$ cat config.mk
export PLATFORM = sky130hd
export DESIGN_NAME = spill_sequence_checker_unit
export DESIGN_NICKNAME = d
export VERILOG_FILES = /design/src/sv/ssc_pkg.sv /design/src/sv/spill_sequence_checker_unit.sv
export SDC_FILE = /design/constraint.sdc
export NUM_CORES = 2
export LEC_CHECK = 0
export BUFFER_PORTS_ARGS = -buffer_cell sky130_fd_sc_hd__buf_2
export CORE_ASPECT_RATIO = 1.1
export CORE_MARGIN = 2
export CORE_UTILIZATION = 30
export CTS_CLUSTER_DIAMETER = 50
export CTS_CLUSTER_SIZE = 28
export DETAILED_ROUTE_END_ITERATION = 10
export GPL_TIMING_DRIVEN = 0
export PLACE_DENSITY = 0.57
export SYNTH_ARGS = -nofsm -noshare
export SYNTH_HDL_FRONTEND = slang
export SYNTH_SLANG_ARGS = --single-unit
$ cat constraint.sdc
create_clock -name clk -period 11.42 [get_ports clk]
set_input_delay 1.142 -clock clk [delete_from_list [all_inputs] [get_ports clk]]
set_output_delay 1.142 -clock clk [all_outputs]
set_load 0.05 [all_outputs]
$ cat src/sv/ssc_pkg.sv
package ssc_pkg;

	// result kinds
	localparam logic [2:0] KIND_FIRST   = 3'd0;
	localparam logic [2:0] KIND_CONSEC  = 3'd1;
	localparam logic [2:0] KIND_BITFAIL = 3'd2;
	localparam logic [2:0] KIND_GAP     = 3'd3;
	localparam logic [2:0] KIND_NOCOUNT = 3'd4;

	// register word index on the configuration port
	localparam logic REG_EXP_STEP = 1'b0;

	// beam mode that is processed
	localparam logic [7:0] MODE_BEAM = 8'd1;

	// wrap detection constants
	localparam int SPILL_RAW_BITS  = 15;
	localparam int COUNT_RAW_BITS  = 16;
	localparam int SPILL_SMALL     = 32'h0002;
	localparam int SPILL_BOUNDARY  = 32'h7ffd;
	localparam int COUNT_SMALL     = 32'h0014;
	localparam int COUNT_BOUNDARY  = 32'hfffd;

	localparam logic [15:0] EXP_STEP_RESET = 16'd7;
	localparam logic [30:0] MIN_SPILL_RESET = 31'd32768;

	// width of the internal difference arithmetic
	localparam int AW = 34;

	typedef logic signed [AW-1:0] diff_t;

	// saturate a wide signed difference to 32 bits
	function automatic logic [31:0] sat_s32(input diff_t v);
		logic [31:0] r;
		if (v > diff_t'(64'sh7fffffff)) begin
			r = 32'h7fffffff;
		end else if (v < -diff_t'(64'sh80000000)) begin
			r = 32'h80000000;
		end else begin
			r = v[31:0];
		end
		return r;
	endfunction

	// saturating increment of a 32-bit total
	function automatic logic [31:0] inc_sat32(input logic [31:0] v);
		return (&v) ? v : v + 32'd1;
	endfunction

endpackage

$ cat src/sv/spill_sequence_checker_unit.sv
// channel   | dir | payload
// s_axis    | in  | tdata: raw_spill, spill_counter; tuser: beam_mode
// m_axis    | out | tdata: result fields; tuser: result_kind; tlast: last_of_run
// apb       | in  | expected_count_step at byte address 0
//
// one input register stage, then one result register: an accepted item is held in the
// input register and then in the result register before its result is on the port
// a new item is taken every cycle while the input does not stall; a single-bit failure
// holds the result register for two output beats
// records whose beam mode is not 1 are dropped at the input register
// reset (arst_n low) clears all counters, previous values and the handshake state
// the input stalls while the input register is full and the result register holds a beat
// that is not taken, or holds the first beat of a bit failure
module spill_sequence_checker_unit
	import ssc_pkg::*;
#(
	parameter int SPILL_WRAP_BITS = 16,
	parameter int COUNT_WRAP_BITS = 15
) (
	input  logic         clk,
	input  logic         arst_n,
	// input items
	input  logic         s_tvalid,
	output logic         s_tready,
	input  logic [31:0]  s_tdata,   // raw_spill[14:0], spill_counter[31:16]
	input  logic [7:0]   s_tuser,   // beam_mode[7:0]
	// result items
	output logic         m_tvalid,
	input  logic         m_tready,
	// corrected_spill[30:0], spill_step[62:31], extended_count[93:63],
	// count_step[125:94], count_gap[126], total_spills[158:127], total_gaps[190:159],
	// total_bit_failures[222:191], lowest_spill[253:223], highest_spill[285:254],
	// zero fill [287:286]
	output logic [287:0] m_tdata,
	output logic [2:0]   m_tuser,   // result_kind[2:0]
	output logic         m_tlast,   // last_of_run
	// configuration
	input  logic         psel,
	input  logic         penable,
	input  logic         pwrite,
	input  logic [2:0]   paddr,
	input  logic [31:0]  pwdata,
	output logic [31:0]  prdata,
	output logic         pready
);

	localparam int SW = SPILL_RAW_BITS + SPILL_WRAP_BITS;
	localparam int CW = COUNT_RAW_BITS + COUNT_WRAP_BITS;

	// configuration register
	logic [15:0] exp_step_q;

	assign pready = 1'b1;
	assign prdata = (paddr[2] == REG_EXP_STEP) ? {16'd0, exp_step_q} : 32'd0;

	always_ff @(posedge clk or negedge arst_n) begin
		if (!arst_n) begin
			exp_step_q <= EXP_STEP_RESET;
		end else if (psel && penable && pwrite && pready && paddr[2] == REG_EXP_STEP) begin
			exp_step_q <= pwdata[15:0];
		end
	end

	// input register stage
	logic        valid_s1;
	logic [14:0] spill_raw_s1;
	logic [15:0] count_raw_s1;
	logic        adv;
	logic        in_acc;
	logic        out_take;

	logic        out_valid_s2;
	logic        out_last_s2;

	assign adv      = valid_s1 && (!out_valid_s2 || (m_tready && out_last_s2));
	assign s_tready = !valid_s1 || adv;
	assign in_acc   = s_tvalid && s_tready;
	assign out_take = out_valid_s2 && m_tready;

	always_ff @(posedge clk or negedge arst_n) begin
		if (!arst_n) begin
			valid_s1 <= 1'b0;
		end else if (in_acc) begin
			valid_s1 <= (s_tuser == MODE_BEAM);
		end else if (adv) begin
			valid_s1 <= 1'b0;
		end
	end

	always_ff @(posedge clk) begin
		if (in_acc) begin
			spill_raw_s1 <= s_tdata[14:0];
			count_raw_s1 <= s_tdata[31:16];
		end
	end

	// checker state
	logic signed [31:0]         prev_spill_q, pprev_spill_q;
	logic signed [31:0]         prev_count_q, pprev_count_q;
	logic [SPILL_WRAP_BITS-1:0] spill_wraps_q;
	logic [COUNT_WRAP_BITS-1:0] count_wraps_q;
	logic [31:0]                spill_total_q, gap_total_q, bitfail_total_q;
	logic [30:0]                min_spill_q;
	logic signed [31:0]         max_spill_q;

	// previous values widened for the difference arithmetic
	diff_t p0s, p1s, p0c, p1c;
	assign p0s = diff_t'(prev_spill_q);
	assign p1s = diff_t'(pprev_spill_q);
	assign p0c = diff_t'(prev_count_q);
	assign p1c = diff_t'(pprev_count_q);

	// wrap detection against the two previous unwrapped values
	diff_t spill_base, count_base, spill_x, count_x;
	logic  spill_wrap, count_wrap;
	logic [SPILL_WRAP_BITS-1:0] spill_wraps_n;
	logic [COUNT_WRAP_BITS-1:0] count_wraps_n;

	always_comb begin
		spill_base = diff_t'({spill_wraps_q, {SPILL_RAW_BITS{1'b0}}});
		count_base = diff_t'({count_wraps_q, {COUNT_RAW_BITS{1'b0}}});
		spill_x    = diff_t'(spill_raw_s1) + spill_base;
		count_x    = diff_t'(count_raw_s1) + count_base;
		spill_wrap = (diff_t'(spill_raw_s1) < diff_t'(SPILL_SMALL))
			&& (spill_x < p0s || spill_x < p1s)
			&& (p0s > diff_t'(SPILL_BOUNDARY) + spill_base
				|| p1s > diff_t'(SPILL_BOUNDARY) + spill_base);
		count_wrap = (diff_t'(count_raw_s1) < diff_t'(COUNT_SMALL))
			&& (count_x < p0c || count_x < p1c)
			&& (p0c > diff_t'(COUNT_BOUNDARY) + count_base
				|| p1c > diff_t'(COUNT_BOUNDARY) + count_base);
		spill_wraps_n = (spill_wrap && !(&spill_wraps_q))
			? spill_wraps_q + SPILL_WRAP_BITS'(1) : spill_wraps_q;
		count_wraps_n = (count_wrap && !(&count_wraps_q))
			? count_wraps_q + COUNT_WRAP_BITS'(1) : count_wraps_q;
	end

	// unwrapped values and differences
	logic [SW-1:0] spill_ext;
	logic [CW-1:0] count_ext;
	diff_t         d0, d1, dd, cstep;
	logic          gap_flag;
	logic          bitfail;

	always_comb begin
		spill_ext = {spill_wraps_n, spill_raw_s1};
		count_ext = {count_wraps_n, count_raw_s1};
		d0        = diff_t'(spill_ext) - p0s;
		d1        = p0s - p1s;
		dd        = d0 - d1;
		cstep     = diff_t'(count_ext) - p0c;
		gap_flag  = (prev_count_q != -32'sd1) && (cstep != diff_t'(exp_step_q));
		bitfail   = 1'b0;
		for (int k = 0; k < 15; k++) begin
			if (d0 == (diff_t'(1) << k) + diff_t'(1) && dd == (diff_t'(1) << (k + 1))) begin
				bitfail = 1'b1;
			end
		end
	end

	// classification and totals
	logic [2:0]  kind;
	logic [31:0] spill_total_n, gap_total_n, bitfail_total_n;
	logic [30:0] min_spill_n;
	logic signed [31:0] max_spill_n;

	always_comb begin
		spill_total_n   = spill_total_q;
		gap_total_n     = gap_total_q;
		bitfail_total_n = bitfail_total_q;
		if (prev_spill_q == -32'sd1) begin
			kind          = KIND_FIRST;
			spill_total_n = inc_sat32(spill_total_q);
		end else if (d0 == diff_t'(1)) begin
			kind          = KIND_CONSEC;
			spill_total_n = inc_sat32(spill_total_q);
		end else if (bitfail) begin
			kind            = KIND_BITFAIL;
			spill_total_n   = inc_sat32(spill_total_q);
			bitfail_total_n = inc_sat32(bitfail_total_q);
		end else if (d0 > diff_t'(1)) begin
			kind          = KIND_GAP;
			spill_total_n = inc_sat32(spill_total_q);
			gap_total_n   = inc_sat32(gap_total_q);
		end else begin
			kind = KIND_NOCOUNT;
		end
		min_spill_n = (31'(spill_ext) < min_spill_q) ? 31'(spill_ext) : min_spill_q;
		max_spill_n = (32'sd0 + $signed({1'b0, 31'(spill_ext)}) > max_spill_q)
			? $signed({1'b0, 31'(spill_ext)}) : max_spill_q;
	end

	// state update when an item moves into the result register
	always_ff @(posedge clk or negedge arst_n) begin
		if (!arst_n) begin
			prev_spill_q    <= -32'sd1;
			pprev_spill_q   <= -32'sd1;
			prev_count_q    <= -32'sd1;
			pprev_count_q   <= -32'sd1;
			spill_wraps_q   <= '0;
			count_wraps_q   <= '0;
			spill_total_q   <= '0;
			gap_total_q     <= '0;
			bitfail_total_q <= '0;
			min_spill_q     <= MIN_SPILL_RESET;
			max_spill_q     <= -32'sd1;
		end else if (adv) begin
			pprev_spill_q   <= prev_spill_q;
			prev_spill_q    <= $signed({1'b0, 31'(spill_ext)});
			pprev_count_q   <= prev_count_q;
			prev_count_q    <= $signed({1'b0, 31'(count_ext)});
			spill_wraps_q   <= spill_wraps_n;
			count_wraps_q   <= count_wraps_n;
			spill_total_q   <= spill_total_n;
			gap_total_q     <= gap_total_n;
			bitfail_total_q <= bitfail_total_n;
			min_spill_q     <= min_spill_n;
			max_spill_q     <= max_spill_n;
		end
	end

	// result register
	logic [30:0] cs_s2, spill_s2, count_s2, min_s2;
	logic [31:0] d0_s2, cstep_s2, tot_s2, gaps_s2, bitf_s2, max_s2;
	logic [2:0]  kind_s2;
	logic        gap_s2;

	always_ff @(posedge clk or negedge arst_n) begin
		if (!arst_n) begin
			out_valid_s2 <= 1'b0;
			out_last_s2  <= 1'b1;
		end else if (adv) begin
			out_valid_s2 <= 1'b1;
			out_last_s2  <= (kind != KIND_BITFAIL);
		end else if (out_take && out_last_s2) begin
			out_valid_s2 <= 1'b0;
		end else if (out_take) begin
			out_last_s2 <= 1'b1;
		end
	end

	always_ff @(posedge clk) begin
		if (adv) begin
			cs_s2    <= (kind == KIND_BITFAIL) ? 31'(spill_ext) - 31'd1 : 31'(spill_ext);
			spill_s2 <= 31'(spill_ext);
			count_s2 <= 31'(count_ext);
			d0_s2    <= sat_s32(d0);
			cstep_s2 <= sat_s32(cstep);
			kind_s2  <= kind;
			gap_s2   <= gap_flag;
			tot_s2   <= spill_total_n;
			gaps_s2  <= gap_total_n;
			bitf_s2  <= bitfail_total_n;
			min_s2   <= min_spill_n;
			max_s2   <= max_spill_n;
		end else if (out_take && !out_last_s2) begin
			// second beat of a bit failure carries the spill itself
			cs_s2 <= spill_s2;
		end
	end

	assign m_tvalid = out_valid_s2;
	assign m_tlast  = out_last_s2;
	assign m_tuser  = kind_s2;
	assign m_tdata  = {2'b00, max_s2, min_s2, bitf_s2, gaps_s2, tot_s2, gap_s2,
		cstep_s2, count_s2, d0_s2, cs_s2};

`ifndef SYNTHESIS
	// only a bit failure gives a beat that is not the last
	a_last_kind: assert property (@(posedge clk) disable iff (!arst_n)
		(m_tvalid && m_tuser != KIND_BITFAIL) |-> m_tlast)
		else $error("non-last beat on a result that is not a bit failure");

	// the first beat of a bit failure is followed by its second beat
	a_second_beat: assert property (@(posedge clk) disable iff (!arst_n)
		(m_tvalid && m_tready && !m_tlast) |=>
		(m_tvalid && m_tlast && m_tuser == KIND_BITFAIL))
		else $error("bit failure second beat missing");

	// the spill total never goes down
	a_total_mono: assert property (@(posedge clk) disable iff (!arst_n)
		spill_total_q >= $past(spill_total_q))
		else $error("spill total decreased");
`endif

endmodule
==> impl_metrics.py <==
metrics = {
    "setup_path": {
        "endpoint_kind": "flip-flop",
        "max_stage_delay_ns": 0.81,
        "critical_path.max_fanout": 10,
        "arrival_ns": 11.55,
        "worst_path_max_delay_cell": "edfxtp_1",
        "worst-endpoint-required_ns": 11.89,
        "timing.critical_path.from": "spill_raw_s1[6]",
        "rr_startpoint": "spill_raw_s1[6]",
        "crit_path_start_kind": "flip-flop",
        "setup.worst_path.class": "reg -> reg",
        "critical_path.most_common_cell": "o21ai_0",
    },
    "power_and_ir_drop": {
        "power-per-cell-area_nw_per_um2": 148,
        "ir_drop_v": 0.000112,
        "power.total_mw": 7.47,
        "p_leak_nw": 22.0,
    },
    "clocking": {
        "clkSinkCount": 686,
        "tritoncts_clock_tree": "built",
        "clk_pin_slew_worst_paths_ns": 0.07,
        "cts_max_path_buffers": 3,
        "htree_levels": 3,
        "total_cts_buffers": 96,
        "worstSkewPairLatency_ns": 0.76,
        "clk_root_buffer_cell": "clkbuf_16",
        "postCtsHoldBufs": 0,
    },
    "finish": {
        "fraction_of_final_layout_cells_sized_beyond_drive_strength_1": 0.210,
        "final_core_util": 0.361,
        "design_area_um2": 50600,
        "areaGrowthSynthToFinish_pct": 19.5,
        "mostFrequentLayoutCell": "buf_2",
        "commonest_cells_after_routing_fill_and_taps_aside": "buf_2 (392), nand2_1 (391), edfxtp_1 (351), ha_1 (316), inv_1 (300)",
        "layout.nets": 5091,
    },
    "place": {
        "port_buffers": 370,
        "placed_area_um2": 46800,
        "globalplace.congestion": 0.939,
        "place.detailed.hpwl_mm": 114,
    },
    "timing": {
        "max_freq_ghz": 0.0903,
        "report.final.setup_viol": 0,
        "fin_hold_ws_ns": 0.252,
        "max-slew-margin-rel": -0.0281,
        "final.period_utilization": 0.970,
        "totalNegativeSetupSlack_ns": 0,
        "finalWorstPathRequiredPeriod_ns": 11.07,
        "report.final.slew_viol_count": 11,
        "finalHoldViolations": 0,
        "clock-skew-final_ns": 0.0900,
        "rsz0062_at_grt": "no",
        "worst_pin_slew_ns": 1.53,
    },
    "logic_synthesis": {
        "ys_dominant_reg_cell": "edfxtp_1",
        "synthesis.area_per_instance_um2": 10.2,
        "ys_seq_area_frac": 0.452,
        "synthesis.area_um2": 42300,
        "synth_warnings": 0,
        "ffs_w_async_s_r_synth": 0.488,
        "post_synth_num_cell_types": 113,
        "synth-edff-count": 351,
        "synth_cells": 4143,
        "yosys_register_bits": 686,
    },
    "floorplanning": {
        "floorplan_core_area_um2": 140000,
        "initial_utilization": 0.302,
        "chipWidth_um": 362,
        "fp-row-count": 144,
        "die_h_um": 398,
        "floorplan.die_area_um2": 144000,
        "boundaryPins": 409,
    },
    "outcome": {
        "violations_in_the_final_reports": "max-capacitance violations, max-slew violations",
        "outcome": "finished, violations left",
    },
    "global_routing": {
        "via_count_of_the_first_global_routing_pass": 33043,
        "grtUsageTotal": 0.198,
        "overflow": 0,
        "grt_max_degree": 110,
        "antenna_found_initial": 11,
        "grt_first_pass_wirelength_mm": 215,
    },
    "drt": {
        "detail_route.wl_per_cell_um": 22.3,
        "vias": 34299,
        "wl_mm": 147,
        "drt_drc_violations_left": 0,
        "drtIter0Drc": 2824,
        "viasPerCell": 5.22,
        "first_pass_detailed_route_iteration_total": 5,
        "drtAntennaViolNets": 0,
    },
    "worst_hold_path": {
        "worstHoldPathType": "in -> async",
    },
    "job": {
        "max_cap_violations": 1,
    },
}
## cell usage after synthesis (28+ instances only)
master / instances / area [µm²]
ha_1: 316 / 3950
edfxtp_1: 351 / 10500
o21a_1: 38 / 285
and2_1: 32 / 200
dfstp_2: 163 / 4280
a211oi_1: 29 / 218
mux2_2: 101 / 1140
a21o_1: 96 / 721
inv_1: 302 / 1130
clkbuf_1: 113 / 424
nand2b_1: 28 / 175
fa_1: 33 / 661
a31oi_1: 43 / 269
nand3_1: 129 / 646
a21oi_1: 200 / 1000
nor4_1: 49 / 307
nor3_1: 91 / 455
nand2_1: 391 / 1470
o21ai_0: 238 / 1190
xnor2_1: 200 / 1750
and3_1: 67 / 419
nor2b_1: 41 / 257
xor2_1: 110 / 963
nand4_1: 108 / 676
dfrtp_1: 172 / 4300
nor2_1: 226 / 848
## stage by stage
step | cells | worst slack (ns)
floorplan | 4161 | 0.370
global placement | 6356 | -6.10
detailed placement | 6368 | -0.696
CTS | 6560 | 0.110
global route | 6569 | 0.0580
finish | 6571 | 0.348
## kinds of logic (layout without fill, tap and decap cells)
| family | after synthesis | count (layout) | share of synthesized area |
|---|---|---|---|
| and+or+nand+nor | 1309 | 1309 | 0.158 |
| buffers and inverters | 489 | 1072 | 0.0471 |
| other | 2 | 22 | 0.000178 |
| adders and majority gates | 350 | 350 | 0.109 |
| muxes | 124 | 124 | 0.0324 |
| DFF | 686 | 686 | 0.452 |
| AOI/OAI and AO/OA | 869 | 869 | 0.135 |
| xor gates and xnor gates | 314 | 314 | 0.0659 |
## registers in the layout (all words and copies together) (netlist names), 31 cells and up
name             count
bitf_s2             32
bitfail_total_q     32
cstep_s2            32
d0_s2               32
gap_total_q         32
gaps_s2             32
max_s2              32
max_spill_q         32
pprev_spill_q       32
prev_spill_q        32
spill_total_q       32
tot_s2              32
count_s2            31
cs_s2               31
min_s2              31
min_spill_q         31
pprev_count_q       31
prev_count_q        31
spill_s2            31
## layer usage
metal,wire [µm],vias to the layer above,track usage
met4,4820,2,0.0679
met1,62500,16762,0.260
met3,9890,265,0.0384
li1,-,15979,-
met5,11,-,0
met2,69500,1291,0.326
## critical path, delay by kind of cell, from the launching register on
| family | cells | cell delay (ns) |
|---|---|---|
| buffers and inverters | 8 | 1.28 |
| flip-flops | 1 | 0.81 |
| AO/OA/AOI/OAI | 15 | 3.94 |
| XOR/XNOR | 3 | 0.68 |
| adder cells (fa/ha/maj) | 4 | 1.44 |
| AND/OR/NAND/NOR | 9 | 2.60 |
## timing repair
action	CTS	global route
endpoints found under the setup margin	158	111
pin swaps	0	2
resized for setup	10	17
setup buffers	10	9
## final cells by class
cell class / instances / area, µm²
multi-input cells: 2986 / 21400
plain buffers: 185 / 857
well taps: 1825 / 2280
inverters: 304 / 1140
clock buffers: 103 / 2480
flip-flops and latches: 686 / 19100
fillers: 14054 / 89400
diodes: 2 / 5.00
repair buffers: 401 / 2300
clock inverters: 79 / 942
## power by group
group          switching, mW  internal, mW
clock network           1.39          1.76
logic                  0.991         0.549
registers             0.0869          2.70
total                   2.46          5.00
## path summary, 6_finish.rpt
| check | endpoint | slack [ns] | cells past startpoint |
|---|---|---|---|
| worst max-delay path | cs_s2[9] | 0.35 | 39 |
| worst min-delay path | spill_wraps_q[12] | 0.25 | 1 |
| worst max register to register | cs_s2[9] | 0.35 | 39 |
| worst min register to register | pprev_count_q[0] | 0.48 | 2 |
| max in group asynchronous | exp_step_q[8] | 9.68 | 3 |
| min in group clk | pprev_count_q[0] | 0.48 | 2 |
(Power assumes the default switching activity.)
